### config.mk
export PLATFORM = sky130hd
export DESIGN_NAME = rmg_rotate
export DESIGN_NICKNAME = d
export VERILOG_FILES = /design/src/rtl/core/rmg_pkg.sv /design/src/rtl/core/rmg_rotate.sv
export SDC_FILE = /design/constraint.sdc
export NUM_CORES = 2
export LEC_CHECK = 0
export BUFFER_PORTS_ARGS = -buffer_cell sky130_fd_sc_hd__buf_4
export CORE_ASPECT_RATIO = 1.2
export CORE_MARGIN = 2
export CORE_UTILIZATION = 60
export DETAILED_ROUTE_END_ITERATION = 6
export GPL_ROUTABILITY_DRIVEN = 0
export PLACE_DENSITY = 0.87
export SETUP_SLACK_MARGIN = 0.5
export SLEW_MARGIN = 10
export SYNTH_ARGS = -nofsm -noshare
export SYNTH_HDL_FRONTEND = slang
export SYNTH_SLANG_ARGS = --single-unit
### constraint.sdc
create_clock -name clk_i -period 9.71 [get_ports clk_i]
set_input_delay 1.4565 -clock clk_i [delete_from_list [all_inputs] [get_ports clk_i]]
set_output_delay 1.4565 -clock clk_i [all_outputs]
set_load 0.1 [all_outputs]
### src/rtl/core/rmg_pkg.sv
// Shared types and constants of the lathe mesh generator.
package rmg_pkg;

  // Sizes of the profile store, the instance range and the sine table
  localparam int unsigned MAX_INSTANCES    = 256;
  localparam int unsigned MAX_PROFILE      = 256;
  localparam int unsigned SINE_TABLE_DEPTH = 1024;
  localparam int unsigned COORD_WIDTH      = 16;

  localparam int unsigned PROF_AW  = $clog2(MAX_PROFILE);
  localparam int unsigned CNT_W    = 9;
  localparam int unsigned IDX_W    = 17;
  localparam int unsigned TAB_BITS = $clog2(SINE_TABLE_DEPTH);
  localparam int unsigned QS_W     = 15;
  localparam int unsigned TRIG_W   = 16;

  typedef logic signed [COORD_WIDTH-1:0] coord_t;
  typedef logic signed [TRIG_W-1:0]      trig_t;

  typedef struct packed {
    coord_t x;
    coord_t y;
    coord_t z;
  } point_t;

  // Rotation axis; the fourth code turns rotation and reversal off
  typedef enum logic [1:0] {
    AXIS_X = 2'd0,
    AXIS_Y = 2'd1,
    AXIS_Z = 2'd2
  } axis_e;

  typedef enum logic [2:0] {
    CFG_INSTANCE_COUNT = 3'd0,
    CFG_PROFILE_LENGTH = 3'd1,
    CFG_AXIS           = 3'd2,
    CFG_SEAM_COPY      = 3'd3,
    CFG_PHASE_STEP     = 3'd4
  } cfg_idx_e;

  // Control that travels with an item into the rotation unit
  typedef struct packed {
    axis_e axis;
    logic  rotate;
  } rot_ctl_t;

endpackage

### src/rtl/core/rmg_rotate.sv
// Rotation of a point about one axis: registered products, then round and saturate.
module rmg_rotate (
  input  logic              clk_i,
  input  rmg_pkg::rot_ctl_t ctl_i,
  input  rmg_pkg::point_t   point_i,
  input  rmg_pkg::trig_t    sin_i,
  input  rmg_pkg::trig_t    cos_i,
  output rmg_pkg::point_t   point_o
);
  import rmg_pkg::*;

  // Round a Q1.14 by Q8.8 sum to nearest and clamp to the coordinate range
  function automatic coord_t round_sat(input logic signed [32:0] v);
    logic signed [33:0] r;
    logic signed [19:0] sh;
    logic               fits;
    r    = 34'(v) + 34'sd8192;
    sh   = 20'(r >>> 14);
    fits = (sh[19:COORD_WIDTH-1] == '0) || (sh[19:COORD_WIDTH-1] == '1);
    if (fits) begin
      return sh[COORD_WIDTH-1:0];
    end else if (sh[19]) begin
      return {1'b1, {(COORD_WIDTH-1){1'b0}}};
    end else begin
      return {1'b0, {(COORD_WIDTH-1){1'b1}}};
    end
  endfunction

  coord_t                   u;
  coord_t                   v;
  logic signed [31:0]       cu_q, sv_q, su_q, cv_q;
  rot_ctl_t                 ctl_q;
  point_t                   pt_q;
  logic signed [32:0]       du;
  logic signed [32:0]       dv;
  coord_t                   ru;
  coord_t                   rv;

  // Pick the rotating pair: u' = c*u - s*v, v' = s*u + c*v
  always_comb begin
    case (ctl_i.axis)
      AXIS_X: begin
        u = point_i.y;
        v = point_i.z;
      end
      AXIS_Y: begin
        u = point_i.z;
        v = point_i.x;
      end
      default: begin
        u = point_i.x;
        v = point_i.y;
      end
    endcase
  end

  // Register the four products
  always_ff @(posedge clk_i) begin
    cu_q  <= cos_i * u;
    sv_q  <= sin_i * v;
    su_q  <= sin_i * u;
    cv_q  <= cos_i * v;
    ctl_q <= ctl_i;
    pt_q  <= point_i;
  end

  assign du = 33'(cu_q) - 33'(sv_q);
  assign dv = 33'(su_q) + 33'(cv_q);
  assign ru = round_sat(du);
  assign rv = round_sat(dv);

  // Put the rotated pair back in place, or pass the point through
  always_comb begin
    point_o = pt_q;
    if (ctl_q.rotate) begin
      case (ctl_q.axis)
        AXIS_X: begin
          point_o.y = ru;
          point_o.z = rv;
        end
        AXIS_Y: begin
          point_o.z = ru;
          point_o.x = rv;
        end
        default: begin
          point_o.x = ru;
          point_o.y = rv;
        end
      endcase
    end
  end

endmodule

Yosys cells after proc, flatten, opt, wreduce, memory -nomap -nowiden
Cells that the tools add are included.
W data, S select, Z words.
- register bits after elaboration: 179
- output and inout bits: 48
- input bits: 84
- eq/ne operators: 4
- reductions and logical operators: 6
- multipliers: 4
- $add $sub $neg: 4
- mux-type cells: 10
- operators by type and width (kind ; count):
    $pmux W16 S2 ; 5
    $mul A16 B16 Y32 ; 4
    $add A33 B15 Y34 const B ; 2
    $mux W16 ; 4
    $mux W48 ; 1
    $add A32 B32 Y33 ; 1
    $sub A32 B32 Y33 ; 1
    $eq A5 B5 Y1 const B ; 2
    $logic_not A5 Y1 ; 2
    $eq A2 B1 Y1 const B ; 2
    $logic_not A2 Y1 ; 2
    $logic_or A1 B1 Y1 ; 2

Longest topological paths before layout
- depth in word-level cells: 7
- depth in mapped cells: 30
- depth with buffers taken out: 27

Worst setup path after synthesis
OpenSTA, ideal clock, no wires.
- path kind: input port to flip-flop
- start point: input ctl_i[1] (netlist bit)
- end point: register cv_q[28]
- setup time: 72 ps
- setup slack: 1123 ps
- data required time: 9638 ps
- stages on the path: 29
- data arrival time: 8515 ps
- buffers on the path: 3
- cells stage by stage: clkbuf_1 > buf_1 > mux2i_1 > nor2_1 > a21oi_1 > clkbuf_1 > nor2b_1 > fa_1 > inv_1 > fa_1 > fa_1 > inv_1 > fa_1 > fa_1 > inv_1 > fa_1 > inv_1 > ha_1 > and3_1 > a221o_1 > a21oi_1 > o31ai_1 > a31oi_1 > o21ai_1 > o41a_1 > a211oi_2 > o21bai_1 > a21oi_1 > xnor2_1
- cells in the longest elaborated chain, start to end: 3
- RTL lines (element ; line ; source):
    start, declared ; rmg_rotate.sv:4 ; input rmg_pkg::rot_ctl_t ctl_i,
    $eq A2 B1 Y1 / $logic_not A2 Y1 (equally long branches) ; rmg_rotate.sv:41 ; case (ctl_i.axis)
    $pmux W16 S2 * ; rmg_rotate.sv:41 ;
    $mul A16 B16 Y32 * ; rmg_rotate.sv:62 ; cv_q <= cos_i * v;
    end signal, assigned ; rmg_rotate.sv:62 ;
    end, declared ; rmg_rotate.sv:31 ; logic signed [31:0] cu_q, sv_q, su_q, cv_q;
Every way passes the cells marked *; elsewhere a longest branch is shown, timed or not.

Final worst setup path
- start point: input ctl_i[1] (netlist bit)
- end point: register cu_q[31]
- cells in the longest elaborated chain, start to end: 3
- RTL lines (element ; line ; source):
    $eq A2 B1 Y1 / $logic_not A2 Y1 (equally long branches) ; rmg_rotate.sv:41 ;
    $pmux W16 S2 * ; rmg_rotate.sv:41 ;
    $mul A16 B16 Y32 * ; rmg_rotate.sv:59 ; cu_q <= cos_i * u;
    end signal, assigned ; rmg_rotate.sv:59 ;
    end, declared ; rmg_rotate.sv:31 ;
Marked as above.

==> flow_metrics.env <==
export IMPL_io_pins=132
export IMPL_dp_hpwl_mm=101
export IMPL_cts_sinks=179
export IMPL_synth_most_common_cell="inv_1"
export IMPL_synth_area_leader_cell="fa_1"
export IMPL_drv_cap=0
export IMPL_synth_area_um2=47500
export IMPL_slew_viol_final=0
export IMPL_ant_nets=0
export IMPL_critPathKind="in2reg"
export IMPL_synth_async_reset_ratio_pct=0
export IMPL_crit_buf_inv=5
export IMPL_die_w_um=261
export IMPL_fin_util_pct=63.7
export IMPL_tns_ns=0
export IMPL_grt_antenna_before_repair=4
export IMPL_routed_wl_mm=129
export IMPL_die_h_um=312
export IMPL_cts_buffers=17
export IMPL_die_area_um2=81400
export IMPL_crit_cells=25
export IMPL_num_vias=36300
export IMPL_ys_ff_latch=179
export IMPL_core_area_um2=78800
export IMPL_worstHoldPathType="in2reg"
export IMPL_fin_area_um2=50200
export IMPL_root_buffer="clkbuf_16"
export IMPL_startpoint="ctl_i[1]"
export IMPL_ys_warn_count=0
export IMPL_tightestPinTransition_ns=1.23
export IMPL_setup_violations=0
export IMPL_worst_slew_margin_rel_pct=17.6
export IMPL_syn_nets=6751
export IMPL_clk_pin_slew_ns=0.09
export IMPL_status="complete, no violations"
export IMPL_drc=0
export IMPL_min_period_ns=9.06
export IMPL_grt_setup_unrepaired="yes"
export IMPL_port_buffers=131
export IMPL_hold_viol_final=0
export IMPL_cts_tree="yes"
export IMPL_fin_nets=6743
export IMPL_cts_buffer_depth=2
export IMPL_startpoint_type="input pin"
export IMPL_crit_arrival_ns=9.51
export IMPL_grt_ovfl_total=0
export IMPL_dp_cells=6174
export IMPL_start_util_pct=60.3
export IMPL_min_delay_path_depth=1
export IMPL_h_tree_depth=4
export IMPL_synth_common_cells="inv_1 (1185), fa_1 (1048), nand2_1 (573)"
export IMPL_grtUsageTotal_pct=33.5
export IMPL_avgSynthCellArea_um2=9.19
export IMPL_critPathTopFamily="adder cells"
export IMPL_wl_per_cell_um=20.9
export IMPL_synth_edf_count=0
export IMPL_drt_iter0_drc=3743
export IMPL_cts_hold_buf=0
export IMPL_seq_area_frac_synth_pct=7.55
export IMPL_synth_ff_type="dfxtp_1"
export IMPL_layoutNonFillerInstCount=6210
export IMPL_crit_required_ns=10.16
export IMPL_critPathMostFrequentCell="fa_1"
export IMPL_areaGrowthSynthToFinish_pct=5.68
export IMPL_viasPerCell=5.84
export IMPL_synth_cells=5167
export IMPL_synth_area_leaders="fa_1 (44%), ha_1 (12%), inv_1 (9.4%)"
export IMPL_layout_drive_gt1_share_pct=5.78
export IMPL_drtPass1Iterations=7
export IMPL_fmax_ghz=0.110
export IMPL_setup_worst_path_end="cu_q[31]$_DFF_P_"
export IMPL_synthDistinctLibCells=78
export IMPL_synth_top_area_share_pct=44.2
export IMPL_fp_row_count=113
export IMPL_place_area_um2=49500
export IMPL_fin_crit_sh_pct=93.3
export IMPL_first_global_vias=39900
export IMPL_worstHoldStart="ctl_i[0]"
export IMPL_crit_path_max_fanout=28
export IMPL_max_stage_delay_ns=0.75
export IMPL_grt_max_degree=40
export IMPL_cp_slowest_cell="o311ai_0"
export IMPL_grt_pass1_wl_mm=209
export IMPL_worst_setup_path_end_kind="register"
[kinds of logic (layout without fill, tap and decap cells)]
logic type	after synthesis	in the layout	synth area share, %
AO/OA/AOI/OAI	455	456	6.49
buffers and inverters	1404	1408	11.2
XOR/XNOR	176	176	3.25
AND/OR/NAND/NOR	1418	1418	14.7
multiplexers	35	35	0.741
other	0	3	0
flip-flops	179	179	7.55
adder cells (fa/ha/maj)	1500	1500	56.1
[final cells by class]
class	count	area, µm²
inverter	1185	4450
tap	1035	1290
sequential	179	3580
antenna	3	7.51
multi-input combinational	3585	38800
timing repair buffer	191	1460
clock inverter	15	183
fill	5874	28600
clock buffer	17	425
[through the flow]
stage	hold slack, ns	setup WS [ns]
final	1.04	0.651
after global routing	1.03	0.465
after CTS	1.03	0.964
after detailed placement	1.56	0.478
after global placement	1.56	0.668
after floorplan	1.48	1.12
[per-layer routing]
| metal | wire length (µm) | track usage, % | up-vias |
|---|---|---|---|
| li1 | - | - | 15400 |
| met1 | 43100 | 38.7 | 18100 |
| met2 | 59200 | 52.3 | 2087 |
| met3 | 12000 | 6.96 | 724 |
| met4 | 15200 | 30.4 | 2 |
| met5 | 13 | 0 | - |
[what timing repair did]
| item | CTS | global route |
|---|---|---|
| setup buffers | 0 | 0 |
| setup endpoints to repair | 0 | 3 |
| resized for setup | 0 | 2 |
[cell usage in the layout (no fill, tap or decap), types with 21 or more instances in the layout]
cell / count
and2_1: 385
nor3_1: 26
nand2b_1: 32
xnor2_1: 136
buf_4: 189
o21ai_0: 57
ha_1: 452
inv_1: 1185
a21o_1: 63
dfxtp_1: 179
nand2_1: 573
a21oi_1: 116
nand3_1: 24
o221ai_1: 27
fa_1: 1048
nor2_1: 168
xor2_1: 40
o21ai_2: 23
nor2b_1: 134
mux2i_1: 34
o21bai_1: 21
[sequential cells by signal, summed over array words and instances, names as in the netlist]
register and cells:
ctl_q 3, cu_q 32, cv_q 32, pt_q 48
su_q 32, sv_q 32
[how the worst min path moves through the flow]
stage | end | slack (ns)
after global routing | ctl_q[0]$_DFF_P_ | 1.03
after global placement | ctl_q[0]$_DFF_P_ | 1.56
after floorplan | ctl_q[0]$_DFF_P_ | 1.48
after detailed placement | ctl_q[0]$_DFF_P_ | 1.56
after CTS | ctl_q[0]$_DFF_P_ | 1.03
final | ctl_q[0]$_DFF_P_ | 1.04
Power is left out: the tool's default activity adds up to more than one toggle a clock period on the data nets, which glitch-free logic cannot reach.
