### src/rtl/core/rmg_pkg.sv
// Shared types and constants of the lathe mesh generator.
package rmg_pkg;

  // Sizes of the profile store, the instance range and the sine table
  localparam int unsigned MAX_INSTANCES    = 256;
  localparam int unsigned MAX_PROFILE      = 256;
  localparam int unsigned SINE_TABLE_DEPTH = 1024;
  localparam int unsigned COORD_WIDTH      = 16;

  localparam int unsigned PROF_AW  = $clog2(MAX_PROFILE);
  localparam int unsigned CNT_W    = 9;
  localparam int unsigned IDX_W    = 17;
  localparam int unsigned TAB_BITS = $clog2(SINE_TABLE_DEPTH);
  localparam int unsigned QS_W     = 15;
  localparam int unsigned TRIG_W   = 16;

  typedef logic signed [COORD_WIDTH-1:0] coord_t;
  typedef logic signed [TRIG_W-1:0]      trig_t;

  typedef struct packed {
    coord_t x;
    coord_t y;
    coord_t z;
  } point_t;

  // Rotation axis; the fourth code turns rotation and reversal off
  typedef enum logic [1:0] {
    AXIS_X = 2'd0,
    AXIS_Y = 2'd1,
    AXIS_Z = 2'd2
  } axis_e;

  typedef enum logic [2:0] {
    CFG_INSTANCE_COUNT = 3'd0,
    CFG_PROFILE_LENGTH = 3'd1,
    CFG_AXIS           = 3'd2,
    CFG_SEAM_COPY      = 3'd3,
    CFG_PHASE_STEP     = 3'd4
  } cfg_idx_e;

  // Control that travels with an item into the rotation unit
  typedef struct packed {
    axis_e axis;
    logic  rotate;
  } rot_ctl_t;

endpackage

### src/rtl/core/rmg_trig.sv
// Phase multiply and quarter-wave sine/cosine lookup, two register stages.
module rmg_trig (
  input  logic                        clk_i,
  input  logic                        load_i,
  input  logic [rmg_pkg::CNT_W-1:0]   instance_i,
  input  logic [15:0]                 phase_step_i,
  output rmg_pkg::trig_t              sin_o,
  output rmg_pkg::trig_t              cos_o
);
  import rmg_pkg::*;

  localparam int unsigned QTR  = SINE_TABLE_DEPTH / 4;
  localparam int unsigned QIW  = TAB_BITS - 2;
  localparam int unsigned STEP = 65536 / SINE_TABLE_DEPTH;

  // Polynomial quarter sine in Q1.14, evaluated at elaboration only
  function automatic logic [QS_W-1:0] qs(input int unsigned xin);
    longint unsigned x;
    longint unsigned x2;
    longint unsigned t;
    longint unsigned u;
    longint unsigned r;
    x  = longint'(xin);
    x2 = (x * x) >> 14;
    t  = (64'd1160 * x2) >> 14;
    u  = (x2 * (64'd10512 - t)) >> 14;
    r  = (x * (64'd25736 - u)) >> 14;
    return r[QS_W-1:0];
  endfunction

  localparam logic [QS_W-1:0] QS_PEAK = qs(16384);

  logic [15:0]         ang_q;
  logic [QS_W-1:0]     qtab [QTR];
  logic [TAB_BITS-1:0] kk   [2];
  trig_t               val  [2];
  trig_t               sin_q;
  trig_t               cos_q;

  // Constant quarter-wave table
  for (genvar g = 0; g < QTR; g++) begin : g_tab
    assign qtab[g] = qs(g * STEP);
  end

  // Register the instance phase
  always_ff @(posedge clk_i) begin
    if (load_i) begin
      ang_q <= 16'(instance_i * phase_step_i);
    end
  end

  // Sine lane uses the table entry, cosine lane is a quarter turn ahead
  assign kk[0] = ang_q[15 -: TAB_BITS];
  assign kk[1] = kk[0] + TAB_BITS'(QTR);

  for (genvar l = 0; l < 2; l++) begin : g_lane
    always_comb begin
      logic [1:0]      quad;
      logic [QIW-1:0]  f;
      logic [QIW-1:0]  fneg;
      logic [QS_W-1:0] mag;
      quad = kk[l][TAB_BITS-1 -: 2];
      f    = kk[l][QIW-1:0];
      fneg = ~f + 1'b1;
      // Mirror in odd quadrants; the peak sits one past the table end
      if (quad[0]) begin
        mag = (f == '0) ? QS_PEAK : qtab[fneg];
      end else begin
        mag = qtab[f];
      end
      if (quad[1]) begin
        val[l] = trig_t'(0) - $signed({1'b0, mag});
      end else begin
        val[l] = $signed({1'b0, mag});
      end
    end
  end

  always_ff @(posedge clk_i) begin
    sin_q <= val[0];
    cos_q <= val[1];
  end

  assign sin_o = sin_q;
  assign cos_o = cos_q;

endmodule

### config.mk
export PLATFORM = sky130hd
export DESIGN_NAME = rmg_trig
export DESIGN_NICKNAME = d
export VERILOG_FILES = /design/src/rtl/core/rmg_pkg.sv /design/src/rtl/core/rmg_trig.sv
export SDC_FILE = /design/constraint.sdc
export NUM_CORES = 1
export LEC_CHECK = 0
export ABC_AREA = 1
export BUFFER_PORTS_ARGS = -buffer_cell sky130_fd_sc_hd__clkbuf_2
export CAP_MARGIN = 20
export CELL_PAD_IN_SITES_DETAIL_PLACEMENT = 1
export CELL_PAD_IN_SITES_GLOBAL_PLACEMENT = 1
export CORE_UTILIZATION = 35
export CTS_BUF_LIST = sky130_fd_sc_hd__clkbuf_4 sky130_fd_sc_hd__clkbuf_8 sky130_fd_sc_hd__clkbuf_16
export CTS_CLUSTER_DIAMETER = 100
export CTS_CLUSTER_SIZE = 16
export DETAILED_ROUTE_END_ITERATION = 10
export PLACE_DENSITY = 0.78
export REMOVE_ABC_BUFFERS = 1
export SETUP_SLACK_MARGIN = 0.3
export SYNTH_ARGS = -nofsm -noshare
export SYNTH_HDL_FRONTEND = slang
export SYNTH_SLANG_ARGS = --single-unit
### constraint.sdc
create_clock -name clk_i -period 9.4 [get_ports clk_i]
set_input_delay 0.47 -clock clk_i [delete_from_list [all_inputs] [get_ports clk_i]]
set_output_delay 0.47 -clock clk_i [all_outputs]
set_load 0.01 [all_outputs]
Word level (Yosys, flattened, before mapping)
Memories as Yosys holds them, arrays and structs flattened.
Cells that the tools add are included.
{"block": "op_classes", "order_cmp": 4, "bitwise": 6, "multipliers": 1, "n_addsub": 5, "n_reduce_logical": 2, "muxes": 14}
{"op": "$mux 15", "n": 14}
{"op": "$ge 9x9->1 const B", "n": 4}
{"op": "$not 8->9", "n": 4}
{"op": "$sub 1x15->16 const A", "n": 2}
{"op": "$add 8x1->8 const B", "n": 2}
{"op": "$logic_not 8->1", "n": 2}
{"op": "$mul 9x16->16", "n": 1}
{"op": "$not 8->8", "n": 2}
{"op": "$add 10x9->10 const B", "n": 1}
{"block": "word_totals", "memories": 4, "ff_bits": 48, "output_inout_bits": 32, "elab_cells": 41, "mem_bits_ro": 15360}
{"memory": "(no name shown)", "words": 256, "width": 15, "rd": 1, "rd_clocked_by_memory_dff": 0, "wr": 0, "line": "rmg_trig.sv:69", "text": "mag = qtab[f];"}
{"memory": "(no name shown)", "words": 256, "width": 15, "rd": 1, "rd_clocked_by_memory_dff": 0, "wr": 0, "line": "rmg_trig.sv:67", "text": "mag = (f == '0) ? QS_PEAK : qtab[fneg];"}
{"memory": "(no name shown)", "words": 256, "width": 15, "rd": 1, "rd_clocked_by_memory_dff": 0, "wr": 0, "line": "rmg_trig.sv:69"}
{"memory": "(no name shown)", "words": 256, "width": 15, "rd": 1, "rd_clocked_by_memory_dff": 0, "wr": 0, "line": "rmg_trig.sv:67"}

Longest topological paths before layout
Gate-level depths: netlist of the first run.
{"block": "logic_depth", "word_depth": 11, "ltp_mapped": 30, "depth_no_buf": 28}

Worst setup path before layout of the first run
No wires, ideal clock.
{"block": "synth_timing", "path_kind": "input to register", "from": "input port instance_i[0] (netlist name)", "to": "register ang_q[14] (data pin)", "slack_ns": 4.793, "required_ns": 9.141, "setup_ns": 0.259, "stages": 22, "arrival_time_ns": 4.348, "cell_sequence": "clkbuf_1 nand2_1 fa_1 inv_1 fa_1 fa_1 inv_1 fa_1 inv_1 ha_1 nand2_1 nor3_1 nand2_1 o211ai_1 nand2_1 nand2_1 nand3_1 nand2_1 a21o_1 nand2_1 o21ai_0 a21oi_1"}
{"block": "synth_via", "elab_chain_len": 1}
{"element": "from (decl)", "line": "rmg_trig.sv:5", "text": "input logic [rmg_pkg::CNT_W-1:0] instance_i,"}
{"element": "$mul 9x16->16", "line": "rmg_trig.sv:48", "text": "ang_q <= 16'(instance_i * phase_step_i);"}
{"element": "to (signal assigned)", "line": "rmg_trig.sv:48"}
{"element": "to (decl)", "line": "rmg_trig.sv:33", "text": "logic [15:0] ang_q;"}
No other way between the ends.
A chain may end at the register's enable or synchronous reset.

==> impl_results.md, run 1 <==
* Outcome: finished, final reports clean
* Netlist Area Pre-Place at 12400 um2
* Hold_buf cts at 0
* Final-layout fill cell count at 4877
* TritonCTS clock tree: yes
* FF/Latch Area at 941 um2
* Placed instance area at 12700 um2
* Layout cells sized above 1 at 5.54%
* Die Wd at 190 um
* Flop2flop setup slack at 3.45 ns
* Crit-path slowest cell: edfxtp_1
* Max-slew headroom at 42.4%
* Clk sinks at 42
* Vias at 15500
* RSZ-0062 raised after global routing: false
* H-tree depth at 2
* Main synth FF type: dfxtp_1
* Fin Setup TNS at 0 ns
* CP Capture Type: register
* Max Clk Rate at 168 MHz
* Worst-path cell chain: inv_1, ha_1, inv_1, ha_1, buf_4, inv_1, nand2_1, nand2_1, nand2_1, o21ai_0, nand2_1, nand2_1, o21ai_1, nand3_1, nand2_1, nand2_1, ha_1, nand3_1, nor2_2, nand2_1, o21ai_2, nand2_1, nand2_1, nand2_1
* Worst setup path class: register to register
* Most common cell on crit path: nand2_1
* Drt first-iter violations at 1712
* Final Skew at 0.0222 ns
* Die ar. at 36200 um2
* Post-route cell area at 12800 um2
* Worst Reg-to-Reg Cells at 24
* Postcts setup bufs at 0
* Max incr delay on CP at 0.81 ns
* PortBufs at 58
* Worst reg2reg startpoint: ang_q[7]
* Mapped Avg Cell Area at 5.60 um2
* Clock latency on the worst-skew pair at 0.32 ns
* Clk pin slew, worst setup/hold paths at 0.09 ns
* Pre-antenna DRT Iters at 6
* Number of remaining DRC errors at 0
* Largest net degree at the start of global routing at 72
* HP Start: load_i
* ANT nets after route at 0
* Final hold violation count at 0
* Root buffer cell: clkbuf_16
* Starting Density at 35.7%
* Crit Path Max Fanout at 30
* Via/cell ratio at 5.92
* Async S/R FF share, synth at 0%
* Setup violators final at 0
* Syn Inst Count at 2214
* Yosys warnings at 0
* Worst slew pin tran at 0.864 ns
* Final Slew Violations at 0
* Post-CTS Resized at 0
* Hold Crit Depth at 1
* Synth unique cells at 44
* Reg2reg end: cos_o[14]
* Min-delay worst type: primary input to register
* Number of synthesized register bits at 42
* CP arrival at 6.17 ns
* Post-synth EDFFs at 10
* Setup crit start: ang_q[7]
* Final RePlAce weighted congestion at 1.05
* Max-cap violations at 0
* Area of the multi-input gates at 9710 um2
* Post-synthesis sequential area ratio at 7.59%
* P&R area growth vs syn at 3.62%
* Wire per inst at 23.0 um
* Number of buffers created by CTS at 5
* Final worst path period need at 5.96 ns
* I/O pins at 59
* Startpoint Class: register
* Final-stage net count at 2333
* Worst Hold End: ang_q[11]
* Maximum root-to-sink buffer count at 2
* Initial antenna violation count at 0
* Vias in the first global route at 15400
* FP Rows at 68
* Die Ht at 190 um
* Core area at 34700 um2
* Fin crit share at 63.4%
* Total track usage at 33.0%
* Final HPWL DP at 46000 um
* Worst EP required at 9.61 ns
* First-pass GRT wire length at 91400 um
* Total wire length at 60500 um
* Overflow after GRT at 0
## flip-flops by register name (all words and copies together), names as in the netlist
register  flops
sin_o        16
cos_o        16
ang_q        10
## kinds of logic (layout without fill, tap and decap cells)
family / Yosys count / in the layout / synth area share, %
AOI/OAI and AO/OA: 285 / 285 / 12.9
xor gates and xnor gates: 40 / 40 / 2.89
adders and majority gates: 139 / 139 / 18.3
buffers and inverters: 405 / 359 / 14.1
DFF: 42 / 42 / 7.59
other: 0 / 1 / 0
and+or+nand+nor: 1303 / 1303 / 44.2
## per-stage QoR
| step | utilization [%] | cells | worst slack (ns) | hold slack [ns] |
|---|---|---|---|---|
| final | 37.0 | 2624 | 3.45 | 0.665 |
| after global routing | 37.0 | 2623 | 3.08 | 0.678 |
| after detailed placement | 36.6 | 2615 | 3.64 | 0.857 |
| after CTS | 37.0 | 2623 | 3.62 | 0.670 |
| after global placement | 36.6 | 2615 | 3.75 | 0.856 |
| after floorplan | - | 2081 | 2.86 | 0.582 |
## worst max path at each step
stage | to | slack [ns] | cells after the start
after floorplan | cos_o[14] | 2.86 | 23
after global placement | cos_o[14] | 3.75 | 24
after detailed placement | cos_o[14] | 3.64 | 24
after CTS | cos_o[14] | 3.62 | 24
after global routing | cos_o[14] | 3.08 | 24
final | cos_o[14] | 3.45 | 24
## layer usage
metal,routed length [um],share of wire (%),global-route usage [%],up-vias
met1,23900,40,42.1,7484
met4,3290,5.4,17.0,0
met3,5600,9.3,5.50,201
met5,0,0,0,-
met2,27600,46,53.5,879
li1,-,-,-,6973
## synthesized netlist by cell type (2+ instances only)
cell	number	area (um2)
nand2_1	811	3040
nand3_1	316	1580
inv_1	263	987
nor2_1	115	432
o21ai_0	113	566
a21oi_1	85	425
fa_1	70	1400
ha_1	69	863
buf_2	52	260
clkbuf_1	36	135
dfxtp_1	32	641
o211ai_1	27	203
buf_4	24	180
xor2_1	24	210
nand4_1	20	125
o21ai_1	15	75.1
xnor2_1	15	131
nor3_1	13	65.1
buf_1	12	45.0
a31oi_1	10	62.6
edfxtp_1	10	300
buf_6	9	101
inv_2	9	33.8
nand2_2	8	50.1
o22ai_1	8	50.1
o31ai_1	8	60.1
nand3b_1	7	52.6
o2111ai_1	7	61.3
o221ai_1	4	35.0
nor2_2	3	18.8
nand2_4	2	22.5
nand4_2	2	25.0
nor2_4	2	22.5
o21ai_2	2	17.5
o311ai_0	2	17.5
## cell usage in the layout, fill, tap and decap left out, types with 9 or more instances in the layout
cell,instances
ha_1,69
clkbuf_2,58
dfxtp_1,32
inv_1,263
fa_1,70
nand2_1,810
a21oi_1,85
o21ai_1,15
o211ai_1,27
nand4_1,20
nand2_2,9
nor3_1,13
a31oi_1,10
o21ai_0,113
nand3_1,316
nor2_1,115
inv_2,9
buf_4,21
xor2_1,24
edfxtp_1,10
xnor2_1,15
## area by class of cell
| class | instances | area share [%] |
|---|---|---|
| Multi-Input combinational cell | 1767 | 75.6 |
| Clock buffer | 5 | 0.975 |
| Antenna cell | 1 | 0.0195 |
| Timing Repair Buffer | 79 | 3.49 |
| Tap cell | 455 | 4.43 |
| Clock inverter | 3 | 0.175 |
| Inverter | 272 | 7.95 |
| Sequential cell | 42 | 7.33 |
## worst max-delay path, delay by kind of cell, from the launching register on
| kind | cells | cell delay (ns) |
|---|---|---|
| flops | 1 | 0.81 |
| fa+ha+maj | 3 | 0.96 |
| buf+inv | 4 | 1.66 |
| compound gates | 3 | 0.45 |
| simple gates | 14 | 1.95 |
Power of run 1 is not shown: default switching activity piles up to over one toggle a cycle in this logic, so the estimate is an artifact.
==> run 2: changes to the inputs <==
- ABC_AREA: 1 -> 0
- PLACE_DENSITY: 0.78 -> 0.74
- clock period: 9.4 -> 6 ns (I/O delays scaled with it)
==> run 2 against run 1 <==
- die area up 9.3%
- critical endpoint unchanged
- count of clock-buffer cells in the layout up 1
- worst setup slack got worse by 2.9 ns
- first-iteration DRC count grew 25%
- synthesized area is 9.4% higher
- synthesized cell count fell by 14%
- register-to-register slack worse by 2.9 ns
- sequential share of layout area down 0.73 points
==> impl_results.md, run 2 <==
* Final Skew at 0.00501 ns (was 0.0222 ns)
* Die ar. at 39500 um2 (was 36200 um2)
* Initial antenna violation count at 2 (was 0)
* Max-slew headroom at 22.7% (was 42.4%)
* Total wire length at 66200 um (was 60500 um)
* ANT nets after route at 0 (unchanged)
* Worst slew pin tran at 1.13 ns (was 0.864 ns)
* CP Capture Point: cos_o[14] (unchanged)
* Number of synthesized register bits at 42 (unchanged)
* Top cell type's share of synthesized area at 10.3% (was 24.6%)
* Via/cell ratio at 6.62 (was 5.92)
* RSZ-0062 raised after global routing: false (unchanged)
* Worst EP required at 6.16 ns (was 9.61 ns)
* Yosys warnings at 0 (unchanged)
* Area of the multi-input gates at 11200 um2 (was 9710 um2)
* Commonest cells after routing, fill and taps aside: 194 x nand2_1, 162 x nor2_1, 149 x a21oi_1 (was 810 x nand2_1, 316 x nand3_1, 263 x inv_1)
* Clk pin slew, worst setup/hold paths at 0.06 ns (was 0.09 ns)
* Die Wd at 199 um (was 190 um)
* Flop2flop setup slack at 0.58 ns (was 3.45 ns)
* Post-synth top cells: 194 x nand2_1, 162 x nor2_1, 149 x a21oi_1 (was 811 x nand2_1, 316 x nand3_1, 263 x inv_1)
* Max-cap violations at 0 (unchanged)
* H-tree depth at 2 (unchanged)
* Largest net degree at the start of global routing at 137 (was 72)
* I/O pins at 59 (unchanged)
* Post-CTS Resized at 0 (unchanged)
* Worst Reg-to-Reg Cells at 14 (was 24)
* First-pass GRT wire length at 99100 um (was 91400 um)
* Total track usage at 32.9% (was 33.0%)
* CP Capture Type: register (unchanged)
* PortBufs at 58 (unchanged)
* Async S/R FF share, synth at 0% (unchanged)
* Worst setup path class: register to register (unchanged)
* Placed instance area at 14100 um2 (was 12700 um2)
* Final RePlAce weighted congestion at 1.04 (was 1.05)
* Final HPWL DP at 48500 um (was 46000 um)
* Min-delay worst type: primary input to register (unchanged)
* Netlist Area Pre-Place at 13600 um2 (was 12400 um2)
* Final-layout fill cell count at 4782 (was 4877)
* Final hold violation count at 0 (unchanged)
* Vias at 15600 (was 15500)
* Core area at 37900 um2 (was 34700 um2)
* Post-route cell area at 14300 um2 (was 12800 um2)
* Vias in the first global route at 15100 (was 15400)
* Root buffer cell: clkbuf_16 (unchanged)
* Crit Path Max Fanout at 26 (was 30)
* Largest cells by area after synthesis: fa_1 10%, ha_1 6.4%, a21oi_1 5.5% (was nand2_1 25%, nand3_1 13%, fa_1 11%)
* Count leader, synth: nand2_1 (unchanged)
* Final worst path period need at 5.42 ns (was 5.96 ns)
* Clk sinks at 42 (unchanged)
* Worst reg2reg startpoint: ang_q[9] (was ang_q[7])
* Post-synth EDFFs at 10 (unchanged)
* TritonCTS clock tree: yes (unchanged)
* Fin crit share at 90.3% (was 63.4%)
* FP Rows at 71 (was 68)
* Starting Density at 35.7% (about the same)
* Clock latency on the worst-skew pair at 0.28 ns (was 0.32 ns)
* Die Ht at 199 um (was 190 um)
* Post-synthesis sequential area ratio at 6.94% (was 7.59%)
* Mapped Avg Cell Area at 7.14 um2 (was 5.60 um2)
* Maximum root-to-sink buffer count at 2 (unchanged)
* Max Clk Rate at 185 MHz (was 168 MHz)
* HP Start: load_i (unchanged)
* Reg2reg end: cos_o[14] (unchanged)
* P&R area growth vs syn at 5.15% (was 3.62%)
* Postcts setup bufs at 0 (unchanged)
* Number of remaining DRC errors at 0 (unchanged)
* Layout cells sized above 1 at 11.4% (was 5.54%)
* Synth unique cells at 110 (was 44)
* Setup violators final at 0 (unchanged)
* Wire per inst at 28.1 um (was 23.0 um)
* Drt first-iter violations at 2135 (was 1712)
* Hold_buf cts at 0 (unchanged)
* Setup crit start: ang_q[9] (was ang_q[7])
* Final Slew Violations at 0 (unchanged)
* Largest area contributor in the netlist: fa_1 (was nand2_1)
* FF/Latch Area at 941 um2 (unchanged)
* CP arrival at 5.58 ns (was 6.17 ns)
* Final-stage net count at 2008 (was 2333)
* Most common cell after layout, fill and taps aside: nand2_1 (unchanged)
* Syn Inst Count at 1900 (was 2214)
* Overflow after GRT at 0 (unchanged)
* Startpoint Class: register (unchanged)
* Number of buffers created by CTS at 5 (unchanged)
* Main synth FF type: dfxtp_1 (unchanged)
* Pre-antenna DRT Iters at 6 (unchanged)
* Outcome: finished, final reports clean (unchanged)
[run 2: cell types whose count changed after synthesis, moves of 28 or more]
| cell | change |
|---|---|
| nand2_1 | -617 |
| nand3_1 | -282 |
| inv_1 | -145 |
| a21oi_1 | +64 |
| and2_1 | +63 |
| nor3_1 | +56 |
| clkbuf_1 | +48 |
| nor2_1 | +47 |
| nand2b_1 | +41 |
| a211oi_1 | +38 |
| nor2b_1 | +28 |
[run 2: worst max-delay path, cell delays in order (launching register included)]
cell and delay, ns:
edfxtp_1 0.53, inv_2 0.07, ha_1 0.35, and3b_1 0.36, nor2_4 0.65, buf_4 0.43
nor2_1 0.12, a2111oi_0 0.96, o31ai_1 0.28, nor2_1 0.17, nand2_1 0.24, o221a_2 0.39
nor3b_2 0.20, nor4b_2 0.19, a311oi_1 0.34
[run 2: metal layers]
metal	vias up	wire length (um)	GRT usage, %
li1	6739	-	-
met1	7701	28100	46.1
met2	952	28300	48.8
met3	208	6640	6.09
met4	0	3160	14.4
met5	-	0	0
[run 2: area by class of cell]
cell class,instances,area share (%)
well taps,511,4.48
flip-flops and latches,42,6.60
inverters,122,3.23
clock inverters,2,0.0965
diodes,2,0.0351
repair buffers,129,6.13
multi-input cells,1542,78.4
clock buffers,6,1.05
[run 2: cell families after synthesis]
| logic type | Yosys count | share of synthesized area (%) |
|---|---|---|
| AOI/OAI and AO/OA | 610 | 30.8 |
| xor gates and xnor gates | 62 | 4.46 |
| adders and majority gates | 140 | 16.8 |
| buffers and inverters | 316 | 10.9 |
| DFF | 42 | 6.94 |
| muxes | 52 | 5.36 |
| and+or+nand+nor | 678 | 24.8 |
[run 2: worst min path at each step]
stage / endpoint / slack, ns / cells past startpoint
floorplan: ang_q[10] / 0.41 / 0
global placement: sin_o[3] / 0.69 / 1
detailed placement: cos_o[7] / 0.69 / 1
CTS: ang_q[11] / 0.43 / 1
global route: ang_q[15] / 0.44 / 1
finish: ang_q[11] / 0.44 / 1
[run 2: per-stage QoR]
step	cells	TNS [ns]	utilization, %	hold WS (ns)	setup slack (ns)
6_report	2356	0	37.6	0.440	0.582
5_1_grt	2354	0	37.6	0.441	0.343
4_1_cts	2354	0	37.6	0.434	0.757
3_5_place_dp	2346	0	37.1	0.688	0.616
3_3_place_gp	2346	0	37.1	0.686	0.771
2_1_floorplan	1706	-84.51	-	0.412	-2.97
Power of run 2 is left out for the same reason.
